`src/pbr_pkg.sv`:
```
// pbr_pkg: shared types and default constants of the polynomial bisection refiner
// used by pbr_poly_eval, the top level and the checker; no dependencies
package pbr_pkg;

   localparam int MAX_TERMS_DEF    = 16;
   localparam int MAX_POWER_DEF    = 15;
   localparam int BISECT_STEPS_DEF = 16;

   localparam logic OP_WRITE_TERM = 1'b0;
   localparam logic OP_REFINE     = 1'b1;

   // csr register index (byte address / 4)
   localparam logic REG_TERMS_IN_USE = 1'b0;

   typedef struct packed {
      logic               opcode;
      logic [3:0]         term_slot;
      logic signed [31:0] term_coefficient;
      logic [3:0]         term_power;
      logic signed [31:0] left_end;
      logic signed [31:0] right_end;
   } req_payload_type;

   typedef struct packed {
      logic signed [31:0] root_estimate;
      logic               exact_zero;
      logic               saturated;
   } rsp_payload_type;

   // evaluation request / reply between top level and evaluator
   typedef struct packed {
      logic               start;
      logic signed [31:0] x;
   } eval_req_type;

   typedef struct packed {
      logic               done;
      logic signed [63:0] value;
      logic               sat;
   } eval_rsp_type;

endpackage

```
`src/pbr_ram.sv`:
```
// pbr_ram: generic single write port, single read port RAM with registered read
// no dependencies
module pbr_ram #(
   parameter int WIDTH = 36,
   parameter int DEPTH = 16,
   parameter int AW    = 4
) (
   input  logic             clock,
   input  logic             wr_en,
   input  logic [AW-1:0]    wr_addr,
   input  logic [WIDTH-1:0] wr_data,
   input  logic [AW-1:0]    rd_addr,
   output logic [WIDTH-1:0] rd_data
);
   logic [WIDTH-1:0] mem_ff [DEPTH];
   logic [WIDTH-1:0] rd_data_ff;

   always_ff @(posedge clock) begin
      if (wr_en) begin
         mem_ff[wr_addr] <= wr_data;
      end
      rd_data_ff <= mem_ff[rd_addr];
   end

   assign rd_data = rd_data_ff;
endmodule

```
`src/pbr_poly_eval.sv`:
```
// pbr_poly_eval: sequential polynomial evaluator with one shared 32x32 multiplier
// depends on pbr_pkg; reads the term table through its rd_addr / rd_data port
module pbr_poly_eval #(
   parameter int MAX_TERMS = pbr_pkg::MAX_TERMS_DEF,
   parameter int MAX_POWER = pbr_pkg::MAX_POWER_DEF,
   parameter int AW        = (MAX_TERMS > 1) ? $clog2(MAX_TERMS) : 1,
   parameter int CW        = $clog2(MAX_TERMS + 1)
) (
   input  logic                  clock,
   input  logic                  reset,
   input  pbr_pkg::eval_req_type eval_req,
   input  logic [CW-1:0]         num_terms,
   output pbr_pkg::eval_rsp_type eval_rsp,
   output logic [AW-1:0]         rd_addr,
   input  logic [35:0]           rd_data
);
   localparam logic [2:0] E_IDLE = 3'd0;
   localparam logic [2:0] E_RD   = 3'd1;
   localparam logic [2:0] E_LD   = 3'd2;
   localparam logic [2:0] E_MH   = 3'd3;
   localparam logic [2:0] E_ML   = 3'd4;
   localparam logic [2:0] E_CMB  = 3'd5;
   localparam logic [2:0] E_ADD  = 3'd6;

   localparam logic [63:0] CAP63   = 64'h8000_0000_0000_0000;
   localparam logic [63:0] ONE_Q32 = 64'h0000_0001_0000_0000;
   localparam logic [63:0] LIM47   = 64'h0000_8000_0000_0000;
   localparam logic [63:0] LIM31   = 64'h0000_0000_8000_0000;

   logic [2:0]         state_ff, state_in;
   logic [CW-1:0]      idx_ff, idx_in;
   logic [31:0]        ax_ff, ax_in;
   logic               xneg_ff, xneg_in;
   logic [31:0]        ac_ff, ac_in;
   logic               cneg_ff, cneg_in;
   logic [3:0]         deg_ff, deg_in;
   logic [3:0]         k_ff, k_in;
   logic               mode_int_ff, mode_int_in;
   logic [63:0]        p_ff, p_in;
   logic [63:0]        prod_ff, prod_in;
   logic [63:0]        hi_ff, hi_in;
   logic signed [63:0] acc_ff, acc_in;
   logic               sat_ff, sat_in;
   logic               done_ff, done_in;

   logic [31:0]        mul_a, mul_b;
   logic [63:0]        mul_p;
   logic [64:0]        comb_s;
   logic               comb_cap;
   logic [63:0]        comb_r;
   logic signed [31:0] coef;
   logic [3:0]         pw;
   logic [3:0]         deg_clamped;
   logic               term_neg;
   logic signed [63:0] term_t;
   logic               term_sat;
   logic signed [64:0] add_s;

   assign coef = rd_data[31:0];
   assign pw   = rd_data[35:32];
   assign deg_clamped = ({28'd0, pw} > MAX_POWER) ? 4'(MAX_POWER) : pw;

   // the shared multiplier
   assign mul_a = (state_ff == E_MH) ? p_ff[63:32] : p_ff[31:0];
   assign mul_b = mode_int_ff ? ac_ff : ax_ff;
   assign mul_p = 64'(mul_a) * 64'(mul_b);

   always_comb begin
      if (mode_int_ff) begin
         comb_cap = hi_ff > LIM31;
         comb_s   = {1'b0, hi_ff[31:0], 32'd0} + {1'b0, prod_ff};
      end else begin
         comb_cap = hi_ff > LIM47;
         comb_s   = {1'b0, hi_ff[47:0], 16'd0} + {17'd0, prod_ff[63:16]};
      end
      if (comb_s > {1'b0, CAP63}) begin
         comb_cap = 1'b1;
      end
      comb_r = comb_cap ? CAP63 : comb_s[63:0];
   end

   always_comb begin
      term_neg = cneg_ff ^ (xneg_ff & deg_ff[0]);
      term_sat = 1'b0;
      if (term_neg) begin
         term_t = (p_ff == CAP63) ? $signed(CAP63) : -$signed(p_ff);
      end else if (p_ff == CAP63) begin
         term_t   = $signed(~CAP63);
         term_sat = 1'b1;
      end else begin
         term_t = $signed(p_ff);
      end
      add_s = {acc_ff[63], acc_ff} + {term_t[63], term_t};
   end

   always_comb begin
      state_in    = state_ff;
      idx_in      = idx_ff;
      ax_in       = ax_ff;
      xneg_in     = xneg_ff;
      ac_in       = ac_ff;
      cneg_in     = cneg_ff;
      deg_in      = deg_ff;
      k_in        = k_ff;
      mode_int_in = mode_int_ff;
      p_in        = p_ff;
      prod_in     = prod_ff;
      hi_in       = hi_ff;
      acc_in      = acc_ff;
      sat_in      = sat_ff;
      done_in     = 1'b0;
      unique case (state_ff)
         E_IDLE: begin
            if (eval_req.start) begin
               xneg_in = eval_req.x[31];
               ax_in   = eval_req.x[31] ? (32'd0 - eval_req.x) : eval_req.x;
               idx_in  = '0;
               acc_in  = '0;
               sat_in  = 1'b0;
               if (num_terms == '0) begin
                  done_in = 1'b1;
               end else begin
                  state_in = E_RD;
               end
            end
         end
         E_RD: begin
            state_in = E_LD;
         end
         E_LD: begin
            cneg_in     = coef[31];
            ac_in       = coef[31] ? (32'd0 - coef) : coef;
            deg_in      = deg_clamped;
            k_in        = '0;
            p_in        = ONE_Q32;
            mode_int_in = (deg_clamped == 4'd0);
            state_in    = E_MH;
         end
         E_MH: begin
            prod_in  = mul_p;
            state_in = E_ML;
         end
         E_ML: begin
            hi_in    = prod_ff;
            prod_in  = mul_p;
            state_in = E_CMB;
         end
         E_CMB: begin
            p_in = comb_r;
            if (comb_cap) begin
               sat_in = 1'b1;
            end
            if (mode_int_ff) begin
               state_in = E_ADD;
            end else begin
               k_in = k_ff + 4'd1;
               if (k_ff + 4'd1 == deg_ff) begin
                  mode_int_in = 1'b1;
               end
               state_in = E_MH;
            end
         end
         E_ADD: begin
            if (term_sat) begin
               sat_in = 1'b1;
            end
            if (add_s[64] != add_s[63]) begin
               sat_in = 1'b1;
               acc_in = add_s[64] ? $signed(CAP63) : $signed(~CAP63);
            end else begin
               acc_in = add_s[63:0];
            end
            if (idx_ff + CW'(1) == num_terms) begin
               done_in  = 1'b1;
               state_in = E_IDLE;
            end else begin
               idx_in   = idx_ff + CW'(1);
               state_in = E_RD;
            end
         end
         default: begin
            state_in = E_IDLE;
         end
      endcase
   end

   always_ff @(posedge clock) begin
      if (reset) begin
         state_ff <= E_IDLE;
         done_ff  <= 1'b0;
      end else begin
         state_ff <= state_in;
         done_ff  <= done_in;
      end
      idx_ff      <= idx_in;
      ax_ff       <= ax_in;
      xneg_ff     <= xneg_in;
      ac_ff       <= ac_in;
      cneg_ff     <= cneg_in;
      deg_ff      <= deg_in;
      k_ff        <= k_in;
      mode_int_ff <= mode_int_in;
      p_ff        <= p_in;
      prod_ff     <= prod_in;
      hi_ff       <= hi_in;
      acc_ff      <= acc_in;
      sat_ff      <= sat_in;
   end

   assign rd_addr        = idx_ff[AW-1:0];
   assign eval_rsp.done  = done_ff;
   assign eval_rsp.value = acc_ff;
   assign eval_rsp.sat   = sat_ff;
endmodule

```
`src/polynomial_bisection_refiner_unit.sv`:
```
// polynomial_bisection_refiner_unit: top level, command channel, csr port, bisection sequencer
// depends on pbr_pkg, pbr_ram and pbr_poly_eval
//
// A term write (opcode 0) is taken while busy stays low. A refine (opcode 1) raises
// busy and runs BISECT_STEPS steps; each step forms mid, evaluates f(mid) and then f(lo),
// where f sums the terms in use; f(lo) is skipped when f(mid) is exactly zero. The
// evaluator does each power multiply on one 32x32 multiplier in states E_MH, E_ML and
// E_CMB, and reads the terms one at a time from the table.
// The result appears on rsp_payload for exactly one cycle with rsp_valid high, in the cycle
// busy drops; the receiver cannot stall it and must take it then. The term table holds
// garbage until written; refine only with all slots below terms_in_use written.
module polynomial_bisection_refiner_unit #(
   parameter int MAX_TERMS    = pbr_pkg::MAX_TERMS_DEF,
   parameter int MAX_POWER    = pbr_pkg::MAX_POWER_DEF,
   parameter int BISECT_STEPS = pbr_pkg::BISECT_STEPS_DEF
) (
   input  logic                     clock,
   input  logic                     reset,
   input  logic                     start,
   output logic                     busy,
   input  pbr_pkg::req_payload_type req_payload,
   output logic                     rsp_valid,
   output pbr_pkg::rsp_payload_type rsp_payload,
   input  logic                     psel,
   input  logic                     penable,
   input  logic                     pwrite,
   input  logic [2:0]               paddr,
   input  logic [31:0]              pwdata,
   output logic [31:0]              prdata,
   output logic                     pready
);
   localparam int AW = (MAX_TERMS > 1) ? $clog2(MAX_TERMS) : 1;
   localparam int CW = $clog2(MAX_TERMS + 1);
   localparam int SW = $clog2(BISECT_STEPS + 1);

   localparam logic [1:0] S_IDLE = 2'd0;
   localparam logic [1:0] S_MID  = 2'd1;
   localparam logic [1:0] S_EVM  = 2'd2;
   localparam logic [1:0] S_EVL  = 2'd3;

   logic [1:0]               state_ff, state_in;
   logic [4:0]               terms_ff;
   logic signed [31:0]       lo_ff, lo_in;
   logic signed [31:0]       hi_ff, hi_in;
   logic signed [31:0]       mid_ff, mid_in;
   logic signed [63:0]       fm_ff, fm_in;
   logic [SW-1:0]            step_ff, step_in;
   logic                     exact_ff, exact_in;
   logic                     sat_ff, sat_in;
   logic                     rsp_valid_ff, rsp_valid_in;
   pbr_pkg::rsp_payload_type rsp_ff, rsp_in;

   logic                     accept;
   logic                     wr_en;
   logic [AW-1:0]            wr_addr;
   logic [AW-1:0]            rd_addr;
   logic [35:0]              rd_data;
   logic [CW-1:0]            num_terms;
   logic signed [32:0]       mid_sum;
   logic                     step_last;
   logic                     step_done;
   pbr_pkg::eval_req_type    eval_req;
   pbr_pkg::eval_rsp_type    eval_rsp;

   assign accept  = start && !busy;
   assign wr_en   = accept && (req_payload.opcode == pbr_pkg::OP_WRITE_TERM)
                    && ({28'd0, req_payload.term_slot} < MAX_TERMS);
   assign wr_addr = AW'(req_payload.term_slot);

   assign num_terms = ({27'd0, terms_ff} > MAX_TERMS) ? CW'(MAX_TERMS) : CW'(terms_ff);
   assign mid_sum   = {lo_ff[31], lo_ff} + {hi_ff[31], hi_ff};
   assign step_last = (step_ff + SW'(1) == SW'(BISECT_STEPS));

   pbr_ram #(
      .WIDTH (36),
      .DEPTH (MAX_TERMS),
      .AW    (AW)
   ) u_table (
      .clock   (clock),
      .wr_en   (wr_en),
      .wr_addr (wr_addr),
      .wr_data ({req_payload.term_power, req_payload.term_coefficient}),
      .rd_addr (rd_addr),
      .rd_data (rd_data)
   );

   pbr_poly_eval #(
      .MAX_TERMS (MAX_TERMS),
      .MAX_POWER (MAX_POWER),
      .AW        (AW),
      .CW        (CW)
   ) u_eval (
      .clock     (clock),
      .reset     (reset),
      .eval_req  (eval_req),
      .num_terms (num_terms),
      .eval_rsp  (eval_rsp),
      .rd_addr   (rd_addr),
      .rd_data   (rd_data)
   );

   always_comb begin
      state_in     = state_ff;
      lo_in        = lo_ff;
      hi_in        = hi_ff;
      mid_in       = mid_ff;
      fm_in        = fm_ff;
      step_in      = step_ff;
      exact_in     = exact_ff;
      sat_in       = sat_ff;
      rsp_valid_in = 1'b0;
      rsp_in       = rsp_ff;
      eval_req     = '0;
      step_done    = 1'b0;
      unique case (state_ff)
         S_IDLE: begin
            if (accept && req_payload.opcode == pbr_pkg::OP_REFINE) begin
               lo_in    = req_payload.left_end;
               hi_in    = req_payload.right_end;
               step_in  = '0;
               exact_in = 1'b0;
               sat_in   = 1'b0;
               state_in = S_MID;
            end
         end
         S_MID: begin
            mid_in         = mid_sum[32:1];
            eval_req.start = 1'b1;
            eval_req.x     = mid_sum[32:1];
            state_in       = S_EVM;
         end
         S_EVM: begin
            if (eval_rsp.done) begin
               sat_in = sat_ff | eval_rsp.sat;
               fm_in  = eval_rsp.value;
               if (eval_rsp.value == 64'sd0) begin
                  lo_in     = mid_ff;
                  hi_in     = mid_ff;
                  exact_in  = 1'b1;
                  step_done = 1'b1;
               end else begin
                  eval_req.start = 1'b1;
                  eval_req.x     = lo_ff;
                  state_in       = S_EVL;
               end
            end
         end
         S_EVL: begin
            if (eval_rsp.done) begin
               sat_in = sat_ff | eval_rsp.sat;
               // same strict sign moves lo, otherwise (f(lo) zero too) hi moves
               if ((eval_rsp.value > 0 && fm_ff > 0) || (eval_rsp.value < 0 && fm_ff < 0)) begin
                  lo_in = mid_ff;
               end else begin
                  hi_in = mid_ff;
               end
               step_done = 1'b1;
            end
         end
         default: begin
            state_in = S_IDLE;
         end
      endcase
      if (step_done) begin
         if (step_last) begin
            rsp_valid_in          = 1'b1;
            rsp_in.root_estimate  = lo_in;
            rsp_in.exact_zero     = exact_in;
            rsp_in.saturated      = sat_in;
            state_in              = S_IDLE;
         end else begin
            step_in  = step_ff + SW'(1);
            state_in = S_MID;
         end
      end
   end

   always_ff @(posedge clock) begin
      if (reset) begin
         state_ff     <= S_IDLE;
         rsp_valid_ff <= 1'b0;
         terms_ff     <= '0;
      end else begin
         state_ff     <= state_in;
         rsp_valid_ff <= rsp_valid_in;
         if (psel && penable && pwrite && pready && paddr[2] == pbr_pkg::REG_TERMS_IN_USE) begin
            terms_ff <= pwdata[4:0];
         end
      end
      lo_ff    <= lo_in;
      hi_ff    <= hi_in;
      mid_ff   <= mid_in;
      fm_ff    <= fm_in;
      step_ff  <= step_in;
      exact_ff <= exact_in;
      sat_ff   <= sat_in;
      rsp_ff   <= rsp_in;
   end

   assign busy        = (state_ff != S_IDLE);
   assign rsp_valid   = rsp_valid_ff;
   assign rsp_payload = rsp_ff;
   assign pready      = 1'b1;
   assign prdata      = (paddr[2] == pbr_pkg::REG_TERMS_IN_USE) ? {27'd0, terms_ff} : 32'd0;
endmodule

```
`config.mk`:
```
export PLATFORM = sky130hd
export DESIGN_NAME = polynomial_bisection_refiner_unit
export DESIGN_NICKNAME = d
export VERILOG_FILES = /design/src/pbr_pkg.sv /design/src/pbr_ram.sv /design/src/pbr_poly_eval.sv /design/src/polynomial_bisection_refiner_unit.sv
export SDC_FILE = /design/constraint.sdc
export NUM_CORES = 2
export LEC_CHECK = 0
export ABC_AREA = 0
export BUFFER_PORTS_ARGS = -buffer_cell sky130_fd_sc_hd__clkbuf_2
export CAP_MARGIN = 20
export CORE_MARGIN = 10
export CORE_UTILIZATION = 66
export CTS_BUF_LIST = sky130_fd_sc_hd__clkbuf_8
export DETAILED_ROUTE_END_ITERATION = 10
export PLACE_DENSITY_LB_ADDON = 0.15
export SETUP_SLACK_MARGIN = 0.3
export SLEW_MARGIN = 20
export SYNTH_ARGS = -nofsm -noshare
export SYNTH_HDL_FRONTEND = slang
export SYNTH_SLANG_ARGS = --single-unit
```
`constraint.sdc`:
```
create_clock -name clock -period 14 [get_ports clock]
set_input_delay 3.5 -clock clock [delete_from_list [all_inputs] [get_ports clock]]
set_output_delay 3.5 -clock clock [all_outputs]
set_load 0.005 [all_outputs]
```
==> metrics.md <==
| Metric | Value |
|---|---|
| RD Place Congestion | 1.007 |
| Setup crit end kind | flip-flop |
| DRC viols | 0 |
| Yosys top cell area share | 0.3621 |
| Final WL | 268800 um |
| Top cell family by delay on the critical path | adder cells |
| CP peak stage delay | 0.65 ns |
| Sw Pwr | 5.870 mW |
| Clk buf depth | 3 |
| Worst R2R Start | u_eval.state_ff[2] |
| Critical path depth in cells | 34 |
| # H-tree levels | 4 |
| IO Pins | 215 |
| Worst Setup SP | u_eval.state_ff[2] |
| Unrepaired setup endpoints after global routing | false |
| Int Power | 8.722 mW |
| Vias in the first global route | 66.83k |
| CTS Buf Count | 183 |
| CP required | 14.63 ns |
| Resized cells post-CTS | 0 |
| Count of cell types in the netlist | 94 |
| Period minus WS final | 10.80 ns |
| Lkg Pwr | 39.43 nW |
| Row count | 134 |
| Vias | 65.49k |
| Setup Viol. Count Final | 0 |
| HPWL Detailed | 190900 um |
| Sequential area share after synthesis | 0.3816 |
| Synth Cell Area | 89160 um2 |
| Pwr/cell area | 151.9 nW/um2 |
| First DRT Iteration DRCs | 7280 |
| Layout cells sized above 1 | 0.1218 |
| CP endpoint | u_eval.prod_ff[62] |
| Syn. warnings | 0 |
| GRT Total Usage | 0.3563 |
| Post-DR wirelength/cell | 26.74 um |
| Die X | 387.5 um |
| CTS tree | built |
| Total gr overflow | 0 |
| Commonest cells in the netlist | 1075 x edfxtp_1, 968 x nor2_1, 908 x inv_1 |
| Mapped Cells | 8042 |
| Max VDD drop | 292.6 uV |
| Hold_buf cts | 0 |
| Initial core utilization | 0.6664 |
| Post-DRT Antenna Nets | 0 |
| R2r worst-path depth | 34 |
| Synth top area cells | edfxtp_1 36%, fa_1 20%, ha_1 5.6% |
| Clk root buf | clkbuf_8 |
| Pin count of the biggest net entering global routing | 124 |
| Hold Violations, Final | 0 |
| Crit path DAT | 11.43 ns |
| Mean Syn Cell Area | 11.09 um2 |
| Post-synth EDFFs | 1075 |
| Antenna violations before repair | 15 |
| Normalized max-slew margin | 0.1613 |
| Maxcap violations | 0 |
| Most used cell, CP | fa_1 |
| Setup CP Type | reg -> reg |
| Clock latency on the worst-skew pair | 0.95 ns |
| Worst hold slack | 0.4244 ns |
| Most numerous cell in the Yosys netlist | edfxtp_1 |
| DR pass1 iterations | 8 |
| Setup bufs post-CTS | 0 |
| First-pass GRT wire length | 406700 um |
| Post-Route Setup TNS | 0 ns |
| Combinational Power Share | 0.490 |
| Vias per cell | 6.516 |
| Hold crit path type | reg -> reg |
| Sequential Power Share | 0.298 |
| Final nets | 9563 |
| Dominant synthesized flop cell | edfxtp_1 |
| Switch share | 0.4023 |
| Synth async-reset ratio | 0 |
| Crit share post-route | 0.7717 |
| Count of pins over their slew limit | 0 |
| Die ar. | 150200 um2 |
| Flops & latches, synth | 1162 |
| Worst slew pin tran | 1.223 ns |
| R2R setup slack | 3.20 ns |
| CP max stage cell | buf_4 |
| Buf/Inv on CP | 10 |
| Max frequency | 92.56 MHz |
| Core ar. | 133800 um2 |
| # clock sinks | 1162 |
| Die H | 387.5 um |
| Reg2reg end | u_eval.prod_ff[62] |
| Clock slew at reported path FFs | 0.07 ns |
| Type of origin of the critical path | flip-flop |
| Yosys top cell by area | edfxtp_1 |
| Port Buffer Count | 157 |
| Clk pwr share | 0.213 |
| Worst Clk Skew | 0.09162 ns |
| Status | completed |
| Area Growth Syn to Fin | 7.738% |
| Worst-path maximum fanout | 39 |
state kept, by name, summed over array words and instances (netlist names), 2 cells and up:
name,flops
u_eval.deg_ff,4
state_ff,2
u_eval.ac_ff,32
u_eval.acc_ff,64
u_table.mem_ff,576
u_eval.state_ff,3
mid_ff,32
u_eval.p_ff,64
terms_ff,5
u_eval.k_ff,4
rsp_payload,34
u_eval.prod_ff,64
u_eval.ax_ff,32
u_eval.hi_ff,64
hi_ff,32
step_ff,5
u_table.rd_data,36
fm_ff,64
u_eval.idx_ff,5
lo_ff,32
metrics by stage:
stage                       util  std cells  setup WS, ns  cell area [um2]  power [mW]
after detailed placement  0.6877       9699         3.479            92010       11.28
after floorplan                -       8068         3.909            89260       9.341
final                     0.7180      10050         3.196            96060       14.59
after CTS                 0.7176      10040         3.382            96010       14.42
after global placement    0.6877       9699         3.539            92010       11.19
after global routing      0.7179      10050         2.826            96050       15.38
kinds of logic after synthesis:
logic type,after synthesis,share of synthesized area
AO/OA/AOI/OAI,1195,0.08507
XOR/XNOR,266,0.02613
adder cells (fa/ha/maj),1300,0.2581
buffers and inverters,1334,0.05763
flip-flops,1162,0.3816
multiplexers,408,0.07295
other,2,0.00008423
AND/OR/NAND/NOR,2375,0.1184
per-layer routing:
metal  global-route usage  routed length, um
met5                    0                 96
met4               0.2053              18580
met3              0.08434              28740
met2               0.5592             123700
met1               0.4551              97740
cells in the final DEF (no fill, tap or decap), types with 34 or more instances in the layout:
cell type	n
xor2_1	100
clkbuf_2	157
ha_1	400
fa_1	899
a31oi_1	41
buf_4	129
mux2i_2	39
clkbuf_8	202
o31ai_1	34
or3_1	49
dfxtp_1	87
mux4_2	180
nand2_1	737
clkinv_1	34
nor4_1	80
mux2i_1	46
nand4_1	61
nor2b_1	36
a21oi_1	413
nand2b_1	41
nand3_1	78
a21o_1	121
a211oi_1	53
nor2_1	952
inv_1	958
o21ai_0	227
xnor2_1	164
mux2_2	127
edfxtp_1	1075
nor3_1	127
final cells by class:
type | count | area (um2)
Multi-Input combinational cell | 5572 | 50580
Fill cell | 9379 | 37730
Sequential cell | 1162 | 34020
Inverter | 909 | 3412
Clock buffer | 202 | 2780
Tap cell | 1768 | 2212
Timing Repair Buffer | 289 | 1814
Clock inverter | 142 | 1219
Antenna cell | 8 | 20.02
power groups by stage:
stage               clock (mW)  combinational [mW]  sequential [mW]
finish                    3.11                7.15             4.34
global placement             0                6.79             4.40
floorplan                    0                4.98             4.36
CTS                       3.14                6.94             4.34
detailed placement           0                6.87             4.41
global route              3.29                7.73             4.35
worst min path at each step:
stage	cells after the start	startpoint	end
floorplan	0	u_table.rd_data[33]	u_eval.deg_ff[1]
global placement	0	u_table.rd_data[33]	u_eval.deg_ff[1]
detailed placement	0	u_table.rd_data[35]	u_eval.deg_ff[3]
CTS	0	u_table.rd_data[34]	u_eval.deg_ff[2]
global route	0	u_table.rd_data[34]	u_eval.deg_ff[2]
finish	0	u_table.rd_data[34]	u_eval.deg_ff[2]
Power figures use the tool's default switching activity.
